==> config.mk <==
export PLATFORM = sky130hd
export DESIGN_NAME = humidity_temp_frame_decoder
export DESIGN_NICKNAME = d
export VERILOG_FILES = /design/src/hdl/hfd_pkg.sv /design/src/hdl/hfd_frame.sv /design/src/hdl/humidity_temp_frame_decoder.sv
export SDC_FILE = /design/constraint.sdc
export NUM_CORES = 1
export LEC_CHECK = 0
export ABC_AREA = 1
export BUFFER_PORTS_ARGS = -buffer_cell sky130_fd_sc_hd__buf_2
export CORE_ASPECT_RATIO = 1.75
export CORE_UTILIZATION = 51
export DETAILED_ROUTE_END_ITERATION = 12
export PLACE_DENSITY_LB_ADDON = 0.25
export SLEW_MARGIN = 20
export SYNTH_ARGS = -nofsm -noshare
export SYNTH_HDL_FRONTEND = slang
export SYNTH_SLANG_ARGS = --single-unit
==> constraint.sdc <==
create_clock -name clk_i -period 14.8 [get_ports clk_i]
set_input_delay 2.96 -clock clk_i [delete_from_list [all_inputs] [get_ports clk_i]]
set_output_delay 2.96 -clock clk_i [all_outputs]
set_load 0.01 [all_outputs]
==> src/hdl/hfd_pkg.sv <==
// shared types, constants and crc helper for the humidity/temperature frame decoder
package hfd_pkg;

  localparam logic [7:0] CRC_POLY = 8'h31;
  localparam logic [7:0] CRC_INIT = 8'hFF;

  // frame byte positions
  localparam logic [2:0] POS_T_MSB = 3'd0;
  localparam logic [2:0] POS_T_LSB = 3'd1;
  localparam logic [2:0] POS_T_CRC = 3'd2;
  localparam logic [2:0] POS_H_MSB = 3'd3;
  localparam logic [2:0] POS_H_LSB = 3'd4;
  localparam logic [2:0] POS_H_CRC = 3'd5;

  // scaling: value = floor(scale * raw / 65535), temperature minus offset
  localparam int unsigned  SCALE_W     = 15;
  localparam int unsigned  RAW_W       = 16;
  localparam int unsigned  PROD_W      = SCALE_W + RAW_W;
  localparam logic [SCALE_W-1:0] TEMP_SCALE = 15'd17500;
  localparam logic [SCALE_W-1:0] HUM_SCALE  = 15'd10000;
  localparam logic signed [15:0] TEMP_OFFSET = 16'sd4500;
  localparam logic signed [15:0] TEMP_MIN    = -16'sd4500;
  localparam logic signed [15:0] TEMP_MAX    = 16'sd13000;
  localparam logic [13:0]        HUM_MAX     = 14'd10000;

  typedef enum logic [1:0] {
    STATUS_OK       = 2'd0,
    STATUS_TEMP_CRC = 2'd1,
    STATUS_HUM_CRC  = 2'd2
  } status_e;

  typedef struct packed {
    logic signed [14:0] temperature;
    logic [13:0]        humidity;
    status_e            status;
  } hfd_result_t;

  // one byte of crc-8, msb first, no reflection
  function automatic logic [7:0] crc8_byte(input logic [7:0] crc, input logic [7:0] data);
    logic [7:0] c;
    c = crc ^ data;
    for (int i = 0; i < 8; i++) begin
      c = c[7] ? ({c[6:0], 1'b0} ^ CRC_POLY) : {c[6:0], 1'b0};
    end
    return c;
  endfunction

endpackage

==> src/hdl/hfd_frame.sv <==
// frame tracking, crc check and measurement scaling for one byte beat
module hfd_frame import hfd_pkg::*; (
  input  logic        clk_i,
  input  logic        rst_ni,
  input  logic        step_i,
  input  logic [7:0]  byte_i,
  input  logic        start_i,
  output logic        last_o,
  output hfd_result_t res_o
);

  logic [2:0]              pos_q, pos_d, pos_eff;
  logic [7:0]              crc_q, crc_d, crc_in, crc_next;
  logic [7:0]              hi_q, hi_d;
  logic [PROD_W-1:0]       prod_q, prod_d;
  logic                    tfail_q, tfail_d;
  logic signed [14:0]      temp_q, temp_d;
  logic [13:0]             hum_q, hum_d;
  logic [RAW_W-1:0]        raw;
  logic [SCALE_W-1:0]      scale;
  logic [PROD_W:0]         div_sum;
  logic [15:0]             quot;
  logic signed [15:0]      temp_wide;
  logic                    match;
  logic                    hum_take;

  always_comb begin
    pos_eff = (start_i || (pos_q > POS_H_CRC)) ? POS_T_MSB : pos_q;
    crc_in  = ((pos_eff == POS_T_MSB) || (pos_eff == POS_H_MSB)) ? CRC_INIT : crc_q;
    crc_next = crc8_byte(crc_in, byte_i);
    match   = (crc_q == byte_i);
    raw     = {hi_q, byte_i};
    scale   = (pos_eff == POS_T_LSB) ? TEMP_SCALE : HUM_SCALE;
    // x / 65535 = (x + (x >> 16) + 1) >> 16 for x below 2^32 - 1
    div_sum = {1'b0, prod_q} + {{(PROD_W + 1 - (PROD_W - 16)){1'b0}}, prod_q[PROD_W-1:16]}
            + {{PROD_W{1'b0}}, 1'b1};
    quot      = div_sum[PROD_W:PROD_W-15];
    temp_wide = $signed({1'b0, quot[14:0]}) - TEMP_OFFSET;
    hum_take  = !tfail_q && match;
  end

  always_comb begin
    pos_d   = (pos_eff >= POS_H_CRC) ? POS_T_MSB : pos_eff + 3'd1;
    crc_d   = crc_q;
    hi_d    = hi_q;
    prod_d  = prod_q;
    tfail_d = tfail_q;
    temp_d  = temp_q;
    hum_d   = hum_q;
    unique case (pos_eff)
      POS_T_MSB, POS_H_MSB: begin
        crc_d = crc_next;
        hi_d  = byte_i;
      end
      POS_T_LSB, POS_H_LSB: begin
        crc_d  = crc_next;
        prod_d = {{(PROD_W - RAW_W){1'b0}}, raw} * {{(PROD_W - SCALE_W){1'b0}}, scale};
      end
      POS_T_CRC: begin
        crc_d = CRC_INIT;
        if (match) begin
          temp_d  = temp_wide[14:0];
          tfail_d = 1'b0;
        end else begin
          tfail_d = 1'b1;
        end
      end
      POS_H_CRC: begin
        crc_d = CRC_INIT;
        if (hum_take) begin
          hum_d = quot[13:0];
        end
      end
      default: begin
        crc_d = CRC_INIT;
      end
    endcase
  end

  always_ff @(posedge clk_i or negedge rst_ni) begin
    if (!rst_ni) begin
      pos_q   <= POS_T_MSB;
      crc_q   <= CRC_INIT;
      tfail_q <= 1'b0;
      temp_q  <= '0;
      hum_q   <= '0;
    end else if (step_i) begin
      pos_q   <= pos_d;
      crc_q   <= crc_d;
      tfail_q <= tfail_d;
      temp_q  <= temp_d;
      hum_q   <= hum_d;
    end
  end

  always_ff @(posedge clk_i) begin
    if (step_i) begin
      hi_q   <= hi_d;
      prod_q <= prod_d;
    end
  end

  assign last_o            = (pos_eff == POS_H_CRC);
  assign res_o.temperature = temp_q;
  assign res_o.humidity    = hum_take ? quot[13:0] : hum_q;
  assign res_o.status      = tfail_q ? STATUS_TEMP_CRC : (match ? STATUS_OK : STATUS_HUM_CRC);

endmodule

==> src/hdl/humidity_temp_frame_decoder.sv <==
// top level of the humidity/temperature measurement frame decoder
// Takes the six-byte sensor frame one byte per beat (temperature msb, lsb,
// crc, humidity msb, lsb, crc), checks each crc-8 (poly 0x31, init 0xff) and
// after the sixth byte delivers one result beat with the held temperature in
// hundredths of a degree, the held humidity in hundredths of a percent and a
// status. frame_start_i restarts the frame at the temperature msb. One byte is
// taken every cycle; a byte passes an input register and then the decode
// logic into the output register, which presents the result of each sixth
// byte and holds it there for as long as the sink keeps it stalled. The
// input stalls only when a sixth byte reaches the decode stage while the
// output register still holds a result that the sink is stalling; bytes that
// produce no result keep flowing even then. The scaling multiply is done when
// the lsb of a word arrives and the divide by 65535 (shift and add) when its
// crc arrives, so no path holds more than one multiply or one wide add.
module humidity_temp_frame_decoder import hfd_pkg::*; (
  input  logic               clk_i,
  input  logic               rst_ni,
  input  logic               in_valid_i,
  output logic               in_stall_o,
  input  logic [7:0]         rx_byte_i,
  input  logic               frame_start_i,
  output logic               out_valid_o,
  input  logic               out_stall_i,
  output logic signed [14:0] temperature_o,
  output logic [13:0]        humidity_o,
  output logic [1:0]         status_o
);

  // input register
  logic        in_valid_q, in_valid_d;
  logic [7:0]  byte_q;
  logic        start_q;
  logic        in_load;

  // decode stage
  logic        step;
  logic        last;
  hfd_result_t res;

  // output register
  logic        out_valid_q, out_valid_d;
  hfd_result_t out_q;
  logic        out_load;

  // a byte with no result always moves on; the sixth needs a free output slot
  assign step       = in_valid_q && (!last || !out_valid_q || !out_stall_i);
  assign in_stall_o = in_valid_q && !step;
  assign in_load    = in_valid_i && !in_stall_o;
  assign out_load   = step && last;

  always_comb begin
    in_valid_d = in_valid_q;
    if (in_load) begin
      in_valid_d = 1'b1;
    end else if (step) begin
      in_valid_d = 1'b0;
    end
    out_valid_d = out_valid_q;
    if (out_load) begin
      out_valid_d = 1'b1;
    end else if (!out_stall_i) begin
      out_valid_d = 1'b0;
    end
  end

  always_ff @(posedge clk_i or negedge rst_ni) begin
    if (!rst_ni) begin
      in_valid_q  <= 1'b0;
      out_valid_q <= 1'b0;
    end else begin
      in_valid_q  <= in_valid_d;
      out_valid_q <= out_valid_d;
    end
  end

  // payload registers, no reset
  always_ff @(posedge clk_i) begin
    if (in_load) begin
      byte_q  <= rx_byte_i;
      start_q <= frame_start_i;
    end
    if (out_load) begin
      out_q <= res;
    end
  end

  hfd_frame u_frame (
    .clk_i  (clk_i),
    .rst_ni (rst_ni),
    .step_i (step),
    .byte_i (byte_q),
    .start_i(start_q),
    .last_o (last),
    .res_o  (res)
  );

  assign out_valid_o   = out_valid_q;
  assign temperature_o = out_q.temperature;
  assign humidity_o    = out_q.humidity;
  assign status_o      = out_q.status;

`ifndef SYNTHESIS
  // input only backs up behind a stalled result
  a_stall_cause: assert property (@(posedge clk_i) disable iff (!rst_ni)
    in_stall_o |-> (out_valid_o && out_stall_i))
    else $error("input stalled without a stalled result");

  a_status_code: assert property (@(posedge clk_i) disable iff (!rst_ni)
    out_valid_o |-> (status_o != 2'd3))
    else $error("undefined status code");

  a_temp_range: assert property (@(posedge clk_i) disable iff (!rst_ni)
    out_valid_o |-> (($signed(temperature_o) >= TEMP_MIN) &&
                     ($signed(temperature_o) <= TEMP_MAX)))
    else $error("temperature out of range");

  a_hum_range: assert property (@(posedge clk_i) disable iff (!rst_ni)
    out_valid_o |-> (humidity_o <= HUM_MAX))
    else $error("humidity out of range");
`endif

endmodule

Word level (Yosys, flattened, before mapping)
Cells that the tools add are included.

Register bits after elaboration: 122. Output and inout port bits: 33. Word-level logic and storage cells: 82.

Add/subtract/negate cells: 4. Multiply operators: 1. Magnitude comparators: 2. Equal/unequal tests: 7. Mux-type cells: 20. Bitwise gates (word level): 9. Reduce and logical (&&, ||, !) cells: 25.

Operator list (number): 6-bit 2-to-1 mux (8); 31-bit by 1-bit adder with 31-bit output (second input constant) (1); 31-bit by 15-bit adder with 31-bit output (1); 16-bit by 15-bit multiplier with 31-bit output (1); 3-bit NOT (8); 8-bit 2-to-1 mux (2); 15-bit 2-to-1 mux (1); 15-bit by 13-bit subtractor with 15-bit output (second input constant) (1); 14-bit 2-to-1 mux (1); 8-bit equality test (1); 2-bit AND reduction (4); 8-bit XOR (1); 3-bit by 2-bit equality test with 1-bit output (second input constant) (2); 3-bit equality test (second input constant) (2); 1-bit zero test (6); 3-bit 2-to-1 mux (2); 1-bit logical AND (5); 1-bit 2-to-1 mux (5); 1-bit logical OR (4); 2-bit OR reduction (2); 4-bit OR reduction (1); 3-bit by 1-bit adder with 3-bit output (second input constant) (1); 3-bit by 1-bit equality test with 1-bit output (second input constant) (1); 3-bit >= comparator (second input constant) (1); other kinds (6) (6).

Logic depth before layout (Yosys ltp)
Depth in word-level cells: 24. Depth in mapped cells: 31. Gate-level depth less buffers: 29.

Modules after synthesis
A second synthesis with hierarchy kept.

Cells, all modules: 1291. Area, all modules: 11299.6 sq um.

Modules (own cells, without submodules): hfd_frame (times used 1, cells each 1237, area each 9992.1 sq um, seq. area each 2147.1 sq um); humidity_temp_frame_decoder (times used 1, cells each 54, area each 1307.5 sq um, seq. area each 1251.2 sq um).

Worst setup path before layout
No wires, ideal clock.

Path type: in2out. Start: input port out_stall_i. End: output port in_stall_o. Arrival: 3.371 ns. Data required time: 11.840 ns. Path slack: 8.469 ns. Cell stages on the path: 4. Path buffers: 0. Path through: nand2_1 -> nor2_1 -> inv_1 -> nor2_1.

Word-level cells in the longest chain between the ends: 5.

Ends and longest elaborated chain: start, declared (RTL line humidity_temp_frame_decoder.sv:23) `input logic out_stall_i,`; 1-bit zero test; 1-bit logical OR (RTL line humidity_temp_frame_decoder.sv:46) `assign step = in_valid_q && (!last || !out_valid_q || !out_stall_i);`; 1-bit logical AND (RTL line humidity_temp_frame_decoder.sv:46); 1-bit zero test (RTL line humidity_temp_frame_decoder.sv:47) `assign in_stall_o = in_valid_q && !step;`; 1-bit logical AND (RTL line humidity_temp_frame_decoder.sv:47); end, declared (RTL line humidity_temp_frame_decoder.sv:19) `output logic in_stall_o,`.

No other way between the ends.

Worst setup path after layout
Start: register u_frame.pos_q[2]. End: register u_frame.prod_q[29] (data pin).

Word-level cells in the longest chain between the ends: 6.

Ends and longest elaborated chain: start, declared (RTL line hfd_frame.sv:12) `logic [2:0] pos_q, pos_d, pos_eff;`; start signal, assigned (RTL line hfd_frame.sv:88) `pos_q <= pos_d;`; 3-bit > comparator (RTL line hfd_frame.sv:28) `pos_eff = (start_i || (pos_q > POS_H_CRC)) ? POS_T_MSB : pos_q;`; 1-bit logical OR (RTL line hfd_frame.sv:28); 3-bit 2-to-1 mux * (RTL line hfd_frame.sv:28); 3-bit by 1-bit equality test with 1-bit output * (RTL line hfd_frame.sv:33) `scale = (pos_eff == POS_T_LSB) ? TEMP_SCALE : HUM_SCALE;`; 15-bit 2-to-1 mux * (RTL line hfd_frame.sv:33); 16-bit by 15-bit multiplier with 31-bit output * (RTL line hfd_frame.sv:57) `prod_d = {{(PROD_W - RAW_W){1'b0}}, raw} * {{(PROD_W - SCALE_W){1'b0}}, scale};`; end signal, assigned (RTL line hfd_frame.sv:99) `prod_q <= prod_d;`; end, declared (RTL line hfd_frame.sv:15) `logic [PROD_W-1:0] prod_q, prod_d;`.

Every way passes the cells marked *; elsewhere a longest branch is shown, timed or not. A chain may end at the register's enable or synchronous reset.

==> impl_metrics.toml <==
[run_status]
outcome = "completed"

[clock_tree]
cts_max_level = 4
clock_latency_ns = 0.43
clkSinkCount = 120
clockBufferDepth = 2
numCtsBuffers = 17
clk_pin_slew_ns = 0.06
cts_resized = 0
postCtsSetupRepairBufs = 0
tritoncts = "built"
postCtsHoldBufs = 0
root_buffer = "clkbuf_16"

[synth]
synth_compound_area_frac = 0.0590
ys_types = 49
muxShareOfSynthArea = 0
ys_warn_count = 0
yosys-top-cells-area = "edfxtp_1 (20%), fa_1 (16%), ha_1 (16%)"
synth_top_family_by_area = "adder cells"
synthXorXnorAreaFrac = 0.0373
synth_top_area_cell = "edfxtp_1"
ys_seq_area_frac = 0.301
synthDominantCellAreaShare = 0.205
synth-simple-area-share = 0.197
syn_inst = 1276
synth_edf_count = 77
ys_ff_latch = 120
ys.flop_type = "edfxtp_1"
synth_area_um2 = 11300
synthAdderAreaFrac = 0.317
syn_avg_cell_area_um2 = 8.84
async_reset_ff_frac = 0.358

[worst_setup_path]
cp_num_buf_inv = 6
worst_path_max_delay_cell = "inv_1"
reg2reg_from = "u_frame.pos_q[2]$_DFFE_PN0P_"
cp_max_fo = 29
critPathTopFamily = "adder cells"
required_ns = 14.98
critPathKind = "reg2reg"
cp.depth = 27
start_kind = "flip-flop"
crit_end = "u_frame.prod_q[29]$_DFFE_PP_"
reg2reg_to = "u_frame.prod_q[29]$_DFFE_PP_"
rrSetupSlack_ns = 8.05
worst_path_most_repeated_cell = "inv_1"
endpoint_kind = "flip-flop"
worstPathArrival_ns = 6.93
r2r_cells = 27
startpoint = "u_frame.pos_q[2]$_DFFE_PN0P_"
slowest_delay_ns = 0.60

[placed_design]
hpwl_mm = 22.9
dp_cells = 1629
gp_congestion = 0.982
port_buffers = 45

[finish]
drive_above_1_share = 0.104
final_nets = 1601
antenna_cells = 0
final_cell_mix = "nand2_1 (278), inv_1 (234), ha_1 (142), nor2_1 (98), fa_1 (90)"
layout_commonest_cell = "nand2_1"
syn2layout_area_growth_pct = 11.1
final_cells = 1661

[floorplanning]
core_area_um2 = 21600
dieArea_um2 = 22700
die_h_um = 199
initial_core_util = 0.523
pin_count = 46
rows = 71
dieWidth_um = 114

[route]
ant_nets = 0
post-route-drc-count = 0
drt_first_iter_violations = 367
drt-total-wl_mm = 27.2
wl_per_cell_um = 16.4
num_vias = 8492
detail_route.first_pass.iterations = 4
via_per_inst = 5.11

[timing]
finalCriticalPeriod_ns = 6.75
fmax_ghz = 0.148
finalSetupTns_ns = 0
slew_viol_final = 0
worstMarginPinSlew_ns = 0.904
fin_crit_sh = 0.456
grt_setup_unrepaired = "false"
slew_headroom = 0.395
finalHoldViolCount = 0
fin_skew_ns = 0.00888
setup_violations = 0

[grt]
grt_usage = 0.258
grt_pass1_wl_mm = 43.1
grt_pass1_vias = 8681
grt_start_max_net_pins = 47
overflow = 0
antenna_found_initial = 0

[min_path]
hp-class = "reg2reg"

[flow_run]
maxCapViolations = 0
## cell usage after synthesis, types with 6 or more instances
cell type	number
nand2_1	278
nand3_1	43
nor2_1	99
nor3_1	6
nand4_1	16
edfxtp_1	77
xor2_1	20
clkbuf_1	7
dfrtp_1	35
xnor2_1	28
ha_1	142
inv_1	234
fa_1	90
nand3b_1	7
dfstp_2	8
nand2_2	19
o21ai_0	47
nand2_4	10
a21oi_1	43
## final cells by class
class                      instances  area [um^2]
timing repair buffer              48          250
tap                              292          365
multi-input combinational        930         7010
sequential                       120         3400
clock buffer                      17          425
fill                            1938         9050
clock inverter                    15          180
inverter                         239          902
## worst min-delay path by stage
stage | startpoint | end | depth (start not counted)
after CTS | u_frame.temp_q[3]$_DFFE_PN0P_ | temperature_o[3]$_DFFE_PP_ | 0
after floorplan | u_frame.temp_q[0]$_DFFE_PN0P_ | temperature_o[0]$_DFFE_PP_ | 0
after detailed placement | u_frame.temp_q[5]$_DFFE_PN0P_ | temperature_o[5]$_DFFE_PP_ | 0
after global placement | u_frame.temp_q[6]$_DFFE_PN0P_ | temperature_o[6]$_DFFE_PP_ | 0
final | u_frame.temp_q[1]$_DFFE_PN0P_ | temperature_o[1]$_DFFE_PP_ | 0
after global routing | u_frame.temp_q[5]$_DFFE_PN0P_ | temperature_o[5]$_DFFE_PP_ | 0
## sequential cells by signal, indices dropped and copies added (netlist names)
name             flops
start_q              1
u_frame.pos_q        3
u_frame.hum_q       14
u_frame.crc_q        8
in_valid_q           1
u_frame.tfail_q      1
u_frame.temp_q      15
status_o             2
temperature_o       15
u_frame.hi_q         8
humidity_o          14
out_valid_o          1
u_frame.prod_q      29
byte_q               8
## per-stage QoR
| step | setup WS [ns] | utilization | hold slack, ns | instance area [um^2] |
|---|---|---|---|---|
| 2_1_floorplan | 8.47 | - | 0.425 | 11400 |
| 3_3_place_gp | 8.04 | 0.552 | 0.432 | 11900 |
| 3_5_place_dp | 8.03 | 0.552 | 0.430 | 11900 |
| 4_1_cts | 8.03 | 0.580 | 0.452 | 12500 |
| 5_1_grt | 7.49 | 0.581 | 0.460 | 12500 |
| 6_report | 8.05 | 0.581 | 0.449 | 12500 |
## cells by family after synthesis
logic type,Yosys count
buffers and inverters,253
DFF,120
adders and majority gates,232
AOI/OAI and AO/OA,121
xor gates and xnor gates,48
other,2
and+or+nand+nor,500
## metal layers
layer	GRT usage	up-vias	wire, um
met5	0	-	0
li1	-	4209	-
met2	0.495	195	15000
met1	0.233	3984	9180
met4	0.214	0	2260
met3	0.0381	104	720
Power is not shown: default switching activity piles up to over one toggle a cycle in this logic, so the estimate is an artifact.
